File: config.mk
export PLATFORM = sky130hd
export DESIGN_NAME = skhm_front
export DESIGN_NICKNAME = d
export VERILOG_FILES = /design/src/rtl/core/skhm_pkg.sv /design/src/rtl/core/skhm_front.sv
export SDC_FILE = /design/constraint.sdc
export NUM_CORES = 1
export LEC_CHECK = 0
export BUFFER_PORTS_ARGS = -buffer_cell sky130_fd_sc_hd__buf_4
export CORE_UTILIZATION = 35
export CTS_CLUSTER_DIAMETER = 30
export DETAILED_ROUTE_END_ITERATION = 8
export PLACE_DENSITY = 0.67
export SKIP_LAST_GASP = 1
export SYNTH_ARGS = -nofsm -noshare
export SYNTH_HDL_FRONTEND = slang
export SYNTH_SLANG_ARGS = --single-unit
File: constraint.sdc
create_clock -name aclk -period 2.98 [get_ports aclk]
set_clock_uncertainty 0.1 [all_clocks]
set_input_delay 0.447 -clock aclk [delete_from_list [all_inputs] [get_ports aclk]]
set_output_delay 0.447 -clock aclk [all_outputs]
set_load 0.1 [all_outputs]
File: src/rtl/core/skhm_pkg.sv
// Shared types and constants of the string-key hash map core.
// No dependencies; imported by every module of the core.
package skhm_pkg;

    localparam int TABLE_SLOTS_DEF = 16;
    localparam int KEY_BYTES_DEF   = 33;
    localparam int VALUE_BYTES_DEF = 64;
    localparam int QUEUE_DEPTH     = 4;
    localparam logic [31:0] HASH_SEED = 32'd5381;

    localparam logic [1:0] REQ_PUT   = 2'd0;
    localparam logic [1:0] REQ_GET   = 2'd1;
    localparam logic [1:0] REQ_CLEAR = 2'd2;

    localparam logic [2:0] ST_STORED   = 3'd0;
    localparam logic [2:0] ST_REFUSED  = 3'd1;
    localparam logic [2:0] ST_VALUE    = 3'd2;
    localparam logic [2:0] ST_NOTFOUND = 3'd3;
    localparam logic [2:0] ST_CLEARED  = 3'd4;

    typedef struct packed {
        logic [1:0] req_type;
        logic [7:0] text_byte;
    } in_item_t;

    typedef struct packed {
        logic [2:0] status;
        logic [7:0] value_byte;
        logic       last_result;
    } out_item_t;

    // Work classified by the front end for the back end
    typedef enum logic [2:0] {
        OP_CLEAR   = 3'd0,
        OP_KEY     = 3'd1,
        OP_END_GET = 3'd2,
        OP_END_PUT = 3'd3,
        OP_VAL     = 3'd4,
        OP_VAL_END = 3'd5
    } op_t;

    typedef struct packed {
        op_t        op;
        logic       first;
        logic [7:0] data;
    } cmd_t;

endpackage

File: src/rtl/core/skhm_front.sv
// Front end: accepts input beats, tracks the request phase, emits commands.
// Depends on skhm_pkg.
module skhm_front
    import skhm_pkg::*;
(
    input  logic     aclk,
    input  logic     aresetn,
    input  logic     s_valid,
    output logic     s_ready,
    input  in_item_t s_data,
    output logic     push,
    output cmd_t     push_cmd,
    input  logic     push_ready
);

    typedef enum logic [2:0] {
        PH_IDLE  = 3'b001,
        PH_KEY   = 3'b010,
        PH_VALUE = 3'b100
    } phase_t;

    phase_t phase_reg, phase_next;
    logic   is_put_reg, is_put_next;
    logic   take;
    logic   put_now;

    assign s_ready = push_ready;
    assign take    = s_valid && push_ready;
    assign put_now = (phase_reg == PH_IDLE) ? (s_data.req_type == REQ_PUT) : is_put_reg;

    always_comb begin
        phase_next     = phase_reg;
        is_put_next    = is_put_reg;
        push           = 1'b0;
        push_cmd.op    = OP_KEY;
        push_cmd.first = 1'b0;
        push_cmd.data  = s_data.text_byte;
        if (take) begin
            case (phase_reg)
                PH_IDLE: begin
                    if (s_data.req_type == REQ_CLEAR) begin
                        push        = 1'b1;
                        push_cmd.op = OP_CLEAR;
                    end else if (s_data.req_type == REQ_PUT || s_data.req_type == REQ_GET) begin
                        push           = 1'b1;
                        push_cmd.first = 1'b1;
                        is_put_next    = put_now;
                        if (s_data.text_byte != 8'd0) begin
                            push_cmd.op = OP_KEY;
                            phase_next  = PH_KEY;
                        end else begin
                            push_cmd.op = put_now ? OP_END_PUT : OP_END_GET;
                            phase_next  = put_now ? PH_VALUE : PH_IDLE;
                        end
                    end
                end
                PH_KEY: begin
                    push = 1'b1;
                    if (s_data.text_byte != 8'd0) begin
                        push_cmd.op = OP_KEY;
                    end else begin
                        push_cmd.op = put_now ? OP_END_PUT : OP_END_GET;
                        phase_next  = put_now ? PH_VALUE : PH_IDLE;
                    end
                end
                PH_VALUE: begin
                    push = 1'b1;
                    if (s_data.text_byte != 8'd0) begin
                        push_cmd.op = OP_VAL;
                    end else begin
                        push_cmd.op = OP_VAL_END;
                        phase_next  = PH_IDLE;
                    end
                end
                default: begin
                    phase_next = PH_IDLE;
                end
            endcase
        end
    end

    always_ff @(posedge aclk) begin
        if (!aresetn) begin
            phase_reg  <= PH_IDLE;
            is_put_reg <= 1'b0;
        end else begin
            phase_reg  <= phase_next;
            is_put_reg <= is_put_next;
        end
    end

endmodule

# Word level (Yosys, flattened, before mapping)
# Cells that the tools add are included.
# word_totals
input_bits,14
regBits,4
out_inout_bits,14
wordCells,40
# op_classes
eq_ne,9
n_reduce_logical,7
n_bitwise,1
muxes,21
# op_table
cell,count
2-to-1 mux 3 bit,8
one-hot mux 3 bit (3 select lines),2
2-to-1 mux 1 bit,8
nonzero test 8 bit,1
!= test 2 bit (second input constant),3
AND reduction 5 bit,1
2-to-1 mux 4 bit,1
AND reduction 4 bit,1
equality test 3 x 1 -> 1 bit (second input constant),1
equality test 3 x 2 -> 1 bit (second input constant),1
equality test 3 bit (second input constant),1
equality test 2 x 1 -> 1 bit (second input constant),1
equality test 2 bit (second input constant),1
zero test 2 bit,1
2-to-1 mux 2 bit,1
!= test 2 x 1 -> 1 bit (second input constant),1
one-hot mux 1 bit (2 select lines),1
OR reduction 2 bit,1
logical AND 1 bit,1
logical OR 1 bit,1
NOT 1 bit,1

# Depth between registers and ports, before layout
# depth
depth_word,8
depth_mapped,5
mapped_depth_nobuf,4

# Worst setup path after synthesis
# OpenSTA, ideal clock, no wires.
# synth_timing
kind,input -> output
from,in s_data[1] (netlist bit)
to,out push_cmd[10] (netlist bit)
path_buffers,0
required_time_ns,2.433
path_stages,3
arrival_ns,4.281
slack_ns,-1.848
cell_sequence,nor4_2 nand2_1 a2111oi_1
# synth_lines
element,line_no,text
start: declaration,skhm_front.sv:10,"input in_item_t s_data,"
end: declaration,skhm_front.sv:12,"output cmd_t push_cmd,"

==> qor.yml <==
timing:
  hold_slack_ns: 0.3374
  setup-tns-final_ns: 0
  slew_headroom_pct: 72.68
  hold_violations: 0
  rsz0062_at_grt: "false"
  setup_slack_ns: 0.5846
  setup_viol: 0
  fin_crit_ns: 2.395
  tightestPinTransition_ns: 0.4064
  max_freq_mhz: 417.5
  final_min_period_over_clock_period_pct: 80.38
  final_max_slew_viol_count: 0
worst_hold_path:
  hold_end: "phase_reg[0]"
  min_path_type: "input pin to flip-flop"
  hold_depth: 2
  min_from: "aresetn"
place:
  dpl.hpwl_um: 863.1
  pre_cts_ws_ns: 0.6698
  place_congestion: 0.7518
  io_buffers: 27
  place_inst: 85
floorplan:
  die_width_um: 38.07
  num_rows: 12
  die-area_mm2: 0.001449
  dieHeight_um: 38.07
  initial_core_util_pct: 39.39
  io_pins: 28
  core_area_mm2: 0.001156
layout:
  drive_gt1_share_pct: 56.76
  area_delta_synth_final_pct: 45.60
  finalNonFillerCells: 88
  largest_reg_flops: 3
  diodes: 0
  finalNetCount: 90
critical_path:
  ff2ff_setup_slack_ns: 1.36
  cp-start-kind: "flip-flop"
  r2r_start: "phase_reg[1]"
  cp.required_ns: 2.43
  r2r_cells: 4
  reg2reg_to: "phase_reg[2]"
  crit_arrival_ns: 1.85
  worstPathMaxFanout: 9
  cp-end-kind: "primary output"
  crit_type: "flip-flop to primary output"
clock_tree:
  clockBufferDepth: 2
  numCtsBuffers: 3
  cts_setup_buffers: 0
  clock_sinks: 4
  h-tree-depth: 1
  clk_pin_slew_worst_paths_ns: 0.04
  ctsResizeCount: 0
  cts_hold_buf: 0
  tritoncts: "built"
  root_buffer: "clkbuf_4"
  worstSkewPairLatency_ns: 0.23
detailed_routing:
  drt_first_pass_iters: 2
  vias: 460
  wl_per_cell_um: 11.86
  drt_first_iter_violations: 5
  ant_nets: 0
  routed_wl_mm: 1.044
  viasPerCell: 5.227
  drc: 0
global_route:
  antenna_found_initial: 0
  grt_pass1_wl_mm: 1.690
  grt_start_max_net_pins: 13
  grt_use_total_pct: 16.57
  grt_pass1_vias: 433
  gr-total-overflow: 0
yosys:
  synth_area_um2: 455.4
  avgSynthCellArea_um2: 8.434
  synth-edff-count: 0
  yosys_register_bits: 4
  syn-num-nets: 68
  ys_types: 28
  ys_warn_count: 0
  synth.top_cells.by_count: "buf_4, nand2_1, dfxtp_1"
  syn_inst: 54
  synth_top_area_share_pct: 17.58
  ys_seq_area_share_pct: 17.58
  async_flop_share_pct: 0
  yosysMostFrequentCell: "buf_4"
  yosysTopAreaCell: "dfxtp_1"
  yosys-top-cells-area: "dfxtp_1, buf_4, nor3b_2, nor4_2, nand2_1"
  yosys_most_used_dff: "dfxtp_1"
power:
  powerDensity_mw_per_mm2: 382.0
  p_leak_nw: 0.2843
  irDropWorstVdd_v: 0.0002008
run:
  maxCapViolCount: 0
outcome:
  status: "finished clean"
-- per-stage QoR --
stage	util [%]	power (mW)	instance area [um^2]
floorplan	-	0.1637	499.2
global placement	55.41	0.1895	640.6
detailed placement	55.41	0.1899	640.6
CTS	57.36	0.2589	663.1
global route	57.36	0.2669	663.1
finish	57.36	0.2533	663.1
-- critical path, stage by stage (launching register included) --
cell       delay [ns]
dfxtp_1          0.48
or3b_1           0.44
a2111oi_4        0.35
buf_4            0.34
-- report_power, final --
group | leakage [nW] | switching, mW | internal, mW | total [mW]
clock network | 0.0138 | 0.0201 | 0.0449 | 0.0650
logic | 0.237 | 0.0890 | 0.0376 | 0.127
registers | 0.0331 | 0.00528 | 0.0564 | 0.0617
total | 0.284 | 0.114 | 0.139 | 0.253
-- worst max-delay path by stage --
stage                             from            to  slack (ns)  cells past startpoint
after detailed placement     s_data[1]  push_cmd[10]        0.67                      5
after floorplan              s_data[1]   push_cmd[9]        0.01                      3
after CTS                 phase_reg[0]  push_cmd[10]        0.56                      3
after global routing      phase_reg[0]   push_cmd[9]        0.48                      5
final                     phase_reg[0]  push_cmd[10]        0.58                      3
after global placement       s_data[1]  push_cmd[10]        0.71                      5
-- metal layers --
metal | up-vias | track usage, % | part of all wire (%) | wire (um)
met4 | 0 | 0 | 0 | 0
met5 | - | 0 | 0 | 0
met3 | 0 | 5.233 | 5.2 | 54
met2 | 14 | 31.78 | 57 | 591
met1 | 213 | 18.51 | 38 | 397
li1 | 233 | - | - | -
-- cell families (layout without fill, tap and decap cells) --
kind of cell	count (synthesis)	in the layout	share of synthesized area [%]
AND/OR/NAND/NOR	23	23	37.09
AO/OA/AOI/OAI	16	16	25.55
buffers and inverters	10	30	17.31
flip-flops	4	4	17.58
multiplexers	1	1	2.472
-- layout by cell type (no fill, tap or decap), types with 2 or more instances in the layout --
cell type  synthesis  final
buf_4              9     27
a21oi_1            3      3
nand2_1            6      5
nor4_2             2      2
nand2b_1           3      2
nor2_1             3      3
nor3b_2            2      2
o21ai_1            2      2
dfxtp_1            4      3
clkbuf_4           0      3
and2_1             2      2
-- area by class of cell --
class	instances	area, um^2
Fill cell	111	493.0
Timing Repair Buffer	27	202.7
Tap cell	14	17.52
Clock buffer	3	22.52
Sequential cell	4	81.33
Multi-Input combinational cell	40	339.1
Power figures use the tool's default switching activity.
