**config.mk**
```make
export PLATFORM = sky130hd
export DESIGN_NAME = skhm_queue
export DESIGN_NICKNAME = d
export VERILOG_FILES = /design/src/rtl/core/skhm_pkg.sv /design/src/rtl/core/skhm_queue.sv
export SDC_FILE = /design/constraint.sdc
export NUM_CORES = 1
export LEC_CHECK = 0
export ABC_AREA = 0
export ABC_CLOCK_PERIOD_IN_PS = 6100
export BUFFER_PORTS_ARGS = -buffer_cell sky130_fd_sc_hd__buf_2
export CAP_MARGIN = 30
export CORE_MARGIN = 2
export CORE_UTILIZATION = 35
export DETAILED_ROUTE_END_ITERATION = 6
export GPL_TIMING_DRIVEN = 0
export PLACE_DENSITY = 0.54
export SLEW_MARGIN = 20
export SYNTH_ARGS = -nofsm -noshare
export SYNTH_HDL_FRONTEND = slang
export SYNTH_SLANG_ARGS = --single-unit
```
**constraint.sdc**
```tcl
create_clock -name aclk -period 6.1 [get_ports aclk]
set_clock_uncertainty 0.15 [all_clocks]
set_input_delay 0.61 -clock aclk [delete_from_list [all_inputs] [get_ports aclk]]
set_output_delay 0.61 -clock aclk [all_outputs]
set_load 0.005 [all_outputs]
```
**src/rtl/core/skhm_pkg.sv**
```systemverilog
// Shared types and constants of the string-key hash map core.
// No dependencies; imported by every module of the core.
package skhm_pkg;

    localparam int TABLE_SLOTS_DEF = 16;
    localparam int KEY_BYTES_DEF   = 33;
    localparam int VALUE_BYTES_DEF = 64;
    localparam int QUEUE_DEPTH     = 4;
    localparam logic [31:0] HASH_SEED = 32'd5381;

    localparam logic [1:0] REQ_PUT   = 2'd0;
    localparam logic [1:0] REQ_GET   = 2'd1;
    localparam logic [1:0] REQ_CLEAR = 2'd2;

    localparam logic [2:0] ST_STORED   = 3'd0;
    localparam logic [2:0] ST_REFUSED  = 3'd1;
    localparam logic [2:0] ST_VALUE    = 3'd2;
    localparam logic [2:0] ST_NOTFOUND = 3'd3;
    localparam logic [2:0] ST_CLEARED  = 3'd4;

    typedef struct packed {
        logic [1:0] req_type;
        logic [7:0] text_byte;
    } in_item_t;

    typedef struct packed {
        logic [2:0] status;
        logic [7:0] value_byte;
        logic       last_result;
    } out_item_t;

    // Work classified by the front end for the back end
    typedef enum logic [2:0] {
        OP_CLEAR   = 3'd0,
        OP_KEY     = 3'd1,
        OP_END_GET = 3'd2,
        OP_END_PUT = 3'd3,
        OP_VAL     = 3'd4,
        OP_VAL_END = 3'd5
    } op_t;

    typedef struct packed {
        op_t        op;
        logic       first;
        logic [7:0] data;
    } cmd_t;

endpackage

```
**src/rtl/core/skhm_queue.sv**
```systemverilog
// Short command queue between front and back end.
// Depends on skhm_pkg.
module skhm_queue
    import skhm_pkg::*;
(
    input  logic aclk,
    input  logic aresetn,
    input  logic push,
    input  cmd_t push_cmd,
    output logic push_ready,
    output logic pop_valid,
    output cmd_t pop_cmd,
    input  logic pop
);

    localparam int PW = $clog2(QUEUE_DEPTH);
    localparam int CW = $clog2(QUEUE_DEPTH + 1);

    cmd_t          entry_reg [QUEUE_DEPTH];
    logic [PW-1:0] wr_reg, wr_next;
    logic [PW-1:0] rd_reg, rd_next;
    logic [CW-1:0] fill_reg, fill_next;
    logic          do_push, do_pop;

    assign push_ready = (fill_reg != CW'(QUEUE_DEPTH));
    assign pop_valid  = (fill_reg != '0);
    assign pop_cmd    = entry_reg[rd_reg];
    assign do_push    = push && push_ready;
    assign do_pop     = pop && pop_valid;

    always_comb begin
        wr_next   = do_push ? ((wr_reg == PW'(QUEUE_DEPTH - 1)) ? '0 : wr_reg + 1'b1) : wr_reg;
        rd_next   = do_pop  ? ((rd_reg == PW'(QUEUE_DEPTH - 1)) ? '0 : rd_reg + 1'b1) : rd_reg;
        fill_next = fill_reg + CW'(do_push) - CW'(do_pop);
    end

    always_ff @(posedge aclk) begin
        if (do_push) begin
            entry_reg[wr_reg] <= push_cmd;
        end
    end

    always_ff @(posedge aclk) begin
        if (!aresetn) begin
            wr_reg   <= '0;
            rd_reg   <= '0;
            fill_reg <= '0;
        end else begin
            wr_reg   <= wr_next;
            rd_reg   <= rd_next;
            fill_reg <= fill_next;
        end
    end

endmodule

```
# [Yosys cells after proc, flatten, opt, wreduce, memory -nomap -nowiden]
# Memories as Yosys holds them, arrays and structs flattened. A register that Yosys moved wholly into a read port is not among the register bits.
# Index checks and enable logic that the tools add are counted.
[word_totals] register_bits=7 output_inout_bits=14 mem_bits_rw=48 memories=1
[mem_list] name="entry_reg" words=4 word_bits=12 read_ports=1 rd_ports_with_merged_regs=1 write_ports=1 line="skhm_queue.sv:19" text="cmd_t entry_reg [QUEUE_DEPTH];"
[classes] eq_ne=3 reduce_logical=3 mux=6 n_addsub=4
[ops] operator="2-bit two-way mux" n=4
[ops] operator="2-bit by 1-bit adder with 2-bit output (second input constant)" n=2
[ops] operator="2-bit equality test (second input constant)" n=2
[ops] operator="3-bit by 1-bit adder with 3-bit output" n=1
[ops] operator="3-bit != test (second input constant)" n=1
[ops] operator="3-bit nonzero test" n=1
[ops] operator="3-bit by 1-bit subtractor with 3-bit output" n=1
[ops] operator="1-bit logical AND" n=2
[ops] operator="1-bit two-way mux" n=2

# [Longest topological paths before layout]
[depth] ltp_word=4 mapped_depth=12 ltp_nobuf=11

# [Worst setup path before layout]
# OpenSTA, ideal clock, no wires.
[synth_path] path_type="register to register" from="reg fill_reg[1]" to="reg fill_reg[2]" arrival_time_ns=2.244 stages_incl_launch_ff=13 path_buffers=1 slack_ns=3.591 path_cell_list="dfxtp_1 or3b_1 buf_6 and2_4 inv_1 ha_1 inv_1 ha_1 inv_1 fa_1 xnor2_1 xnor2_1 and2_1"
[synth_via] elab_chain_cells=4
[synth_lines] element="start: declaration" line="skhm_queue.sv:22" text="logic [CW-1:0] fill_reg, fill_next;"
[synth_lines] element="start signal: assignment" line="skhm_queue.sv:51" text="fill_reg <= fill_next;"
[synth_lines] element="3-bit != test" line="skhm_queue.sv:25" text="assign push_ready = (fill_reg != CW'(QUEUE_DEPTH));"
[synth_lines] element="net push_ready" line="skhm_queue.sv:10" text="output logic push_ready,"
[synth_lines] element="1-bit logical AND" line="skhm_queue.sv:28" text="assign do_push = push && push_ready;"
[synth_lines] element="3-bit by 1-bit adder with 3-bit output" line="skhm_queue.sv:34" text="fill_next = fill_reg + CW'(do_push) - CW'(do_pop);"
[synth_lines] element="3-bit by 1-bit subtractor with 3-bit output" line="skhm_queue.sv:34"
# The timed path passes the listed nets, and every way through them passes these cells.
# A chain may end at the register's enable or synchronous reset.

# [Final worst setup path]
[layout_path] from="reg fill_reg[1]" to="reg fill_reg[2]"
[layout_via] elab_chain_cells=4
[layout_lines] element="3-bit != test" line="skhm_queue.sv:25"
[layout_lines] element="1-bit logical AND" line="skhm_queue.sv:28"
[layout_lines] element="3-bit by 1-bit adder with 3-bit output" line="skhm_queue.sv:34"
[layout_lines] element="3-bit by 1-bit subtractor with 3-bit output (*)" line="skhm_queue.sv:34"
# Mark *: on every way between the ends. The rest lies on a longest branch, timed or not.

==> metrics.txt <==
min-delay src=push_cmd[3]; Routed wire per std cell=15.0 um; DR WL met2=1880 um; Synth Warn #=0; num ports=30; Worst-path clk slew=0.06 ns; Yosys top cell by area=edfxtp_1; vias in the first global route=about 1200; status=complete, no violations; Least-Margin Pin Slew=between 0.6 and 0.7 ns; Avg Inst Size Synth=19.4 sq um; Ant. Diodes=0; RSZ-0062 raised after global routing=false; Worst R2R Setup Slack=3.46 ns; DR vias=1113; CP Launch Type=flop; crit-path most repeated cell=inv_1; final-report max-slew violation count=0; R2R Path End=fill_reg[2]; Routability Congestion=0.643; sequential area share after synthesis=73.3%; Peak Freq=around 380 MHz; critical path launch point=fill_reg[1]; initial core utilization=36.7%; CTS sink cnt=57; Vias/cell=4.76; max reg flops=48; gr usage total=10.9%; post-CTS sizing=0; # DRC=0; WL met1=~1400 um; Critical R2R Launch=fill_reg[1]; DR pass1 iterations=4; Final HPWL DP=around 2400 um; Min-Delay Endpoint=entry_reg[2][3]; class of the worst hold path=input port to flop; predominant post-synthesis flop cell=edfxtp_1; total congestion overflow=0; initial drt markers=57; CTS Root Cell=clkbuf_8; synthesized area=0.00221 sq mm; Leak=0.000963 uW; hold depth=1; Fin. Hold Viols=0; worst path arrival time=2.71 ns; Slowest-stage cell, CP=or3b_1; pin count of the biggest net entering global routing=13; Synth area leaders=edfxtp_1 (65%), mux4_2 (12%), dfxtp_1 (8.1%); Die Y=about 84 um; Port-buffer cells=29; max incr delay on CP=0.42 ns; syn nets=138; CP cell instances=or3b_1 > buf_6 > and2_4 > inv_1 > ha_1 > inv_1 > ha_1 > inv_1 > fa_1 > xnor2_1 > xnor2_1 > and2_1; core area=0.00603 sq mm; area grow syn2layout=19.3%; drt total wl=~3500 um; wire length on met3=around 160 um; Synth top area share=65.2%; top-count cell post-synth=edfxtp_1; Hold Buf Count CTS=0; Final setup viols=0; flop and latch count out of synthesis=57; Rows=28; first-pass GRT wire length=5670 um; max-cap violations=0; initial antenna violation count=0; H-tree depth=3; Final TNS setup=0 ns; Yosys cell types=26; clock latency on the worst-skew pair=0.32 ns; Synth top cells by count=edfxtp_1 (48), mux4_2 (12), dfxtp_1 (9); Final nets=178; CP Max Fanout=7; TritonCTS clock tree=done; Req. time, crit path=6.16 ns; clock tree buffer depth=2; final period utilization=43.4%; die area=around 0.007 sq mm; Max transition margin=54.9%; Worst Setup End Kind=flop; uppermost routed layer=met4; Power, Total=1040 uW; R2R depth=12; post-route minimum period=2.64 ns; layout cell share with drive strength beyond 1=between 30 and 40%; P per Cell Area=395 mW/mm^2; setup bufs post-CTS=0; Worst VDD drop=0.000208 V; Post-synth ARST share=0%; EDFF count, synth=48; CTS buffer count=9; Antenna Nets Post-Route=0; die width=roughly 84 um; worst setup path class=flop to flop; Syn Inst Count=114
[area by class of cell]
type	instances	area [sq um]
plain buffers	4	26.3
clock buffers	12	166
clock inverters	4	22.5
fillers	538	3390
inverters	6	22.5
multi-input cells	47	542
flip-flops and latches	57	1620
well taps	75	93.8
repair buffers	29	145
[worst max-delay path by stage]
stage / to / cells after the start / slack [ns]
global route: fill_reg[2] / 12 / 3.35
finish: fill_reg[2] / 12 / 3.46
CTS: fill_reg[2] / 12 / 3.43
detailed placement: fill_reg[2] / 12 / 3.46
global placement: fill_reg[2] / 12 / 3.52
floorplan: fill_reg[2] / 12 / 3.59
[worst max-delay path, delay by kind of cell (launching register included)]
kind	cells	cell delay (ns)
buffers and inverters	4	0.29
xor gates and xnor gates	2	0.28
DFF	1	0.37
adders and majority gates	3	0.73
and+or+nand+nor	3	0.73
[metrics by stage]
stage	hold slack (ns)	utilization, %	worst slack (ns)	instances	instance area, sq um
after floorplan	0.318	-	3.59	114	2210
after global placement	0.334	40.7	3.52	218	2450
after detailed placement	0.358	40.7	3.46	218	2450
after CTS	0.335	43.8	3.43	234	2640
after global routing	0.338	43.8	3.35	234	2640
final	0.355	43.8	3.46	234	2640
[per-layer routing]
metal,track usage (%),up-vias
li1,-,523
met1,11.4,558
met2,18.8,30
met3,3.66,2
met4,6.60,0
met5,0,-
[kinds of logic (layout without fill, tap and decap cells)]
| logic type | count (synthesis) | in the layout | share of synthesized area, % |
|---|---|---|---|
| DFF | 57 | 57 | 73.3 |
| and+or+nand+nor | 20 | 20 | 5.15 |
| muxes | 13 | 13 | 12.7 |
| buffers and inverters | 10 | 55 | 2.21 |
| adders and majority gates | 8 | 8 | 4.86 |
| AOI/OAI and AO/OA | 4 | 4 | 1.02 |
| xor gates and xnor gates | 2 | 2 | 0.792 |
[power breakdown]
group	switching, uW	total, uW	internal [uW]
clock	134	317	182
sequential	24.3	500	475
combinational	104	227	123
[placed cells by master, fill, tap and decap left out]
master,netlist,routed
xnor2_1,2,2
and2_1,2,2
o21ai_1,1,1
buf_6,1,1
nor2_1,2,2
inv_4,0,2
and2_4,1,1
dfxtp_1,9,9
fa_1,1,1
or3b_1,1,1
o31ai_1,1,1
o21ai_0,2,2
or3_2,1,1
inv_1,6,6
and3_2,2,2
nand2_1,5,5
clkinv_2,0,2
nand4_1,1,1
mux4_2,12,12
nor2b_1,1,1
clkbuf_1,1,2
buf_4,1,1
nand3_1,2,2
mux2i_1,1,1
buf_2,0,29
clkbuf_16,0,1
buf_1,1,1
and3_1,2,2
clkbuf_8,0,10
ha_1,7,7
edfxtp_1,48,48
No activity file was read; power rests on OpenSTA's default activity.
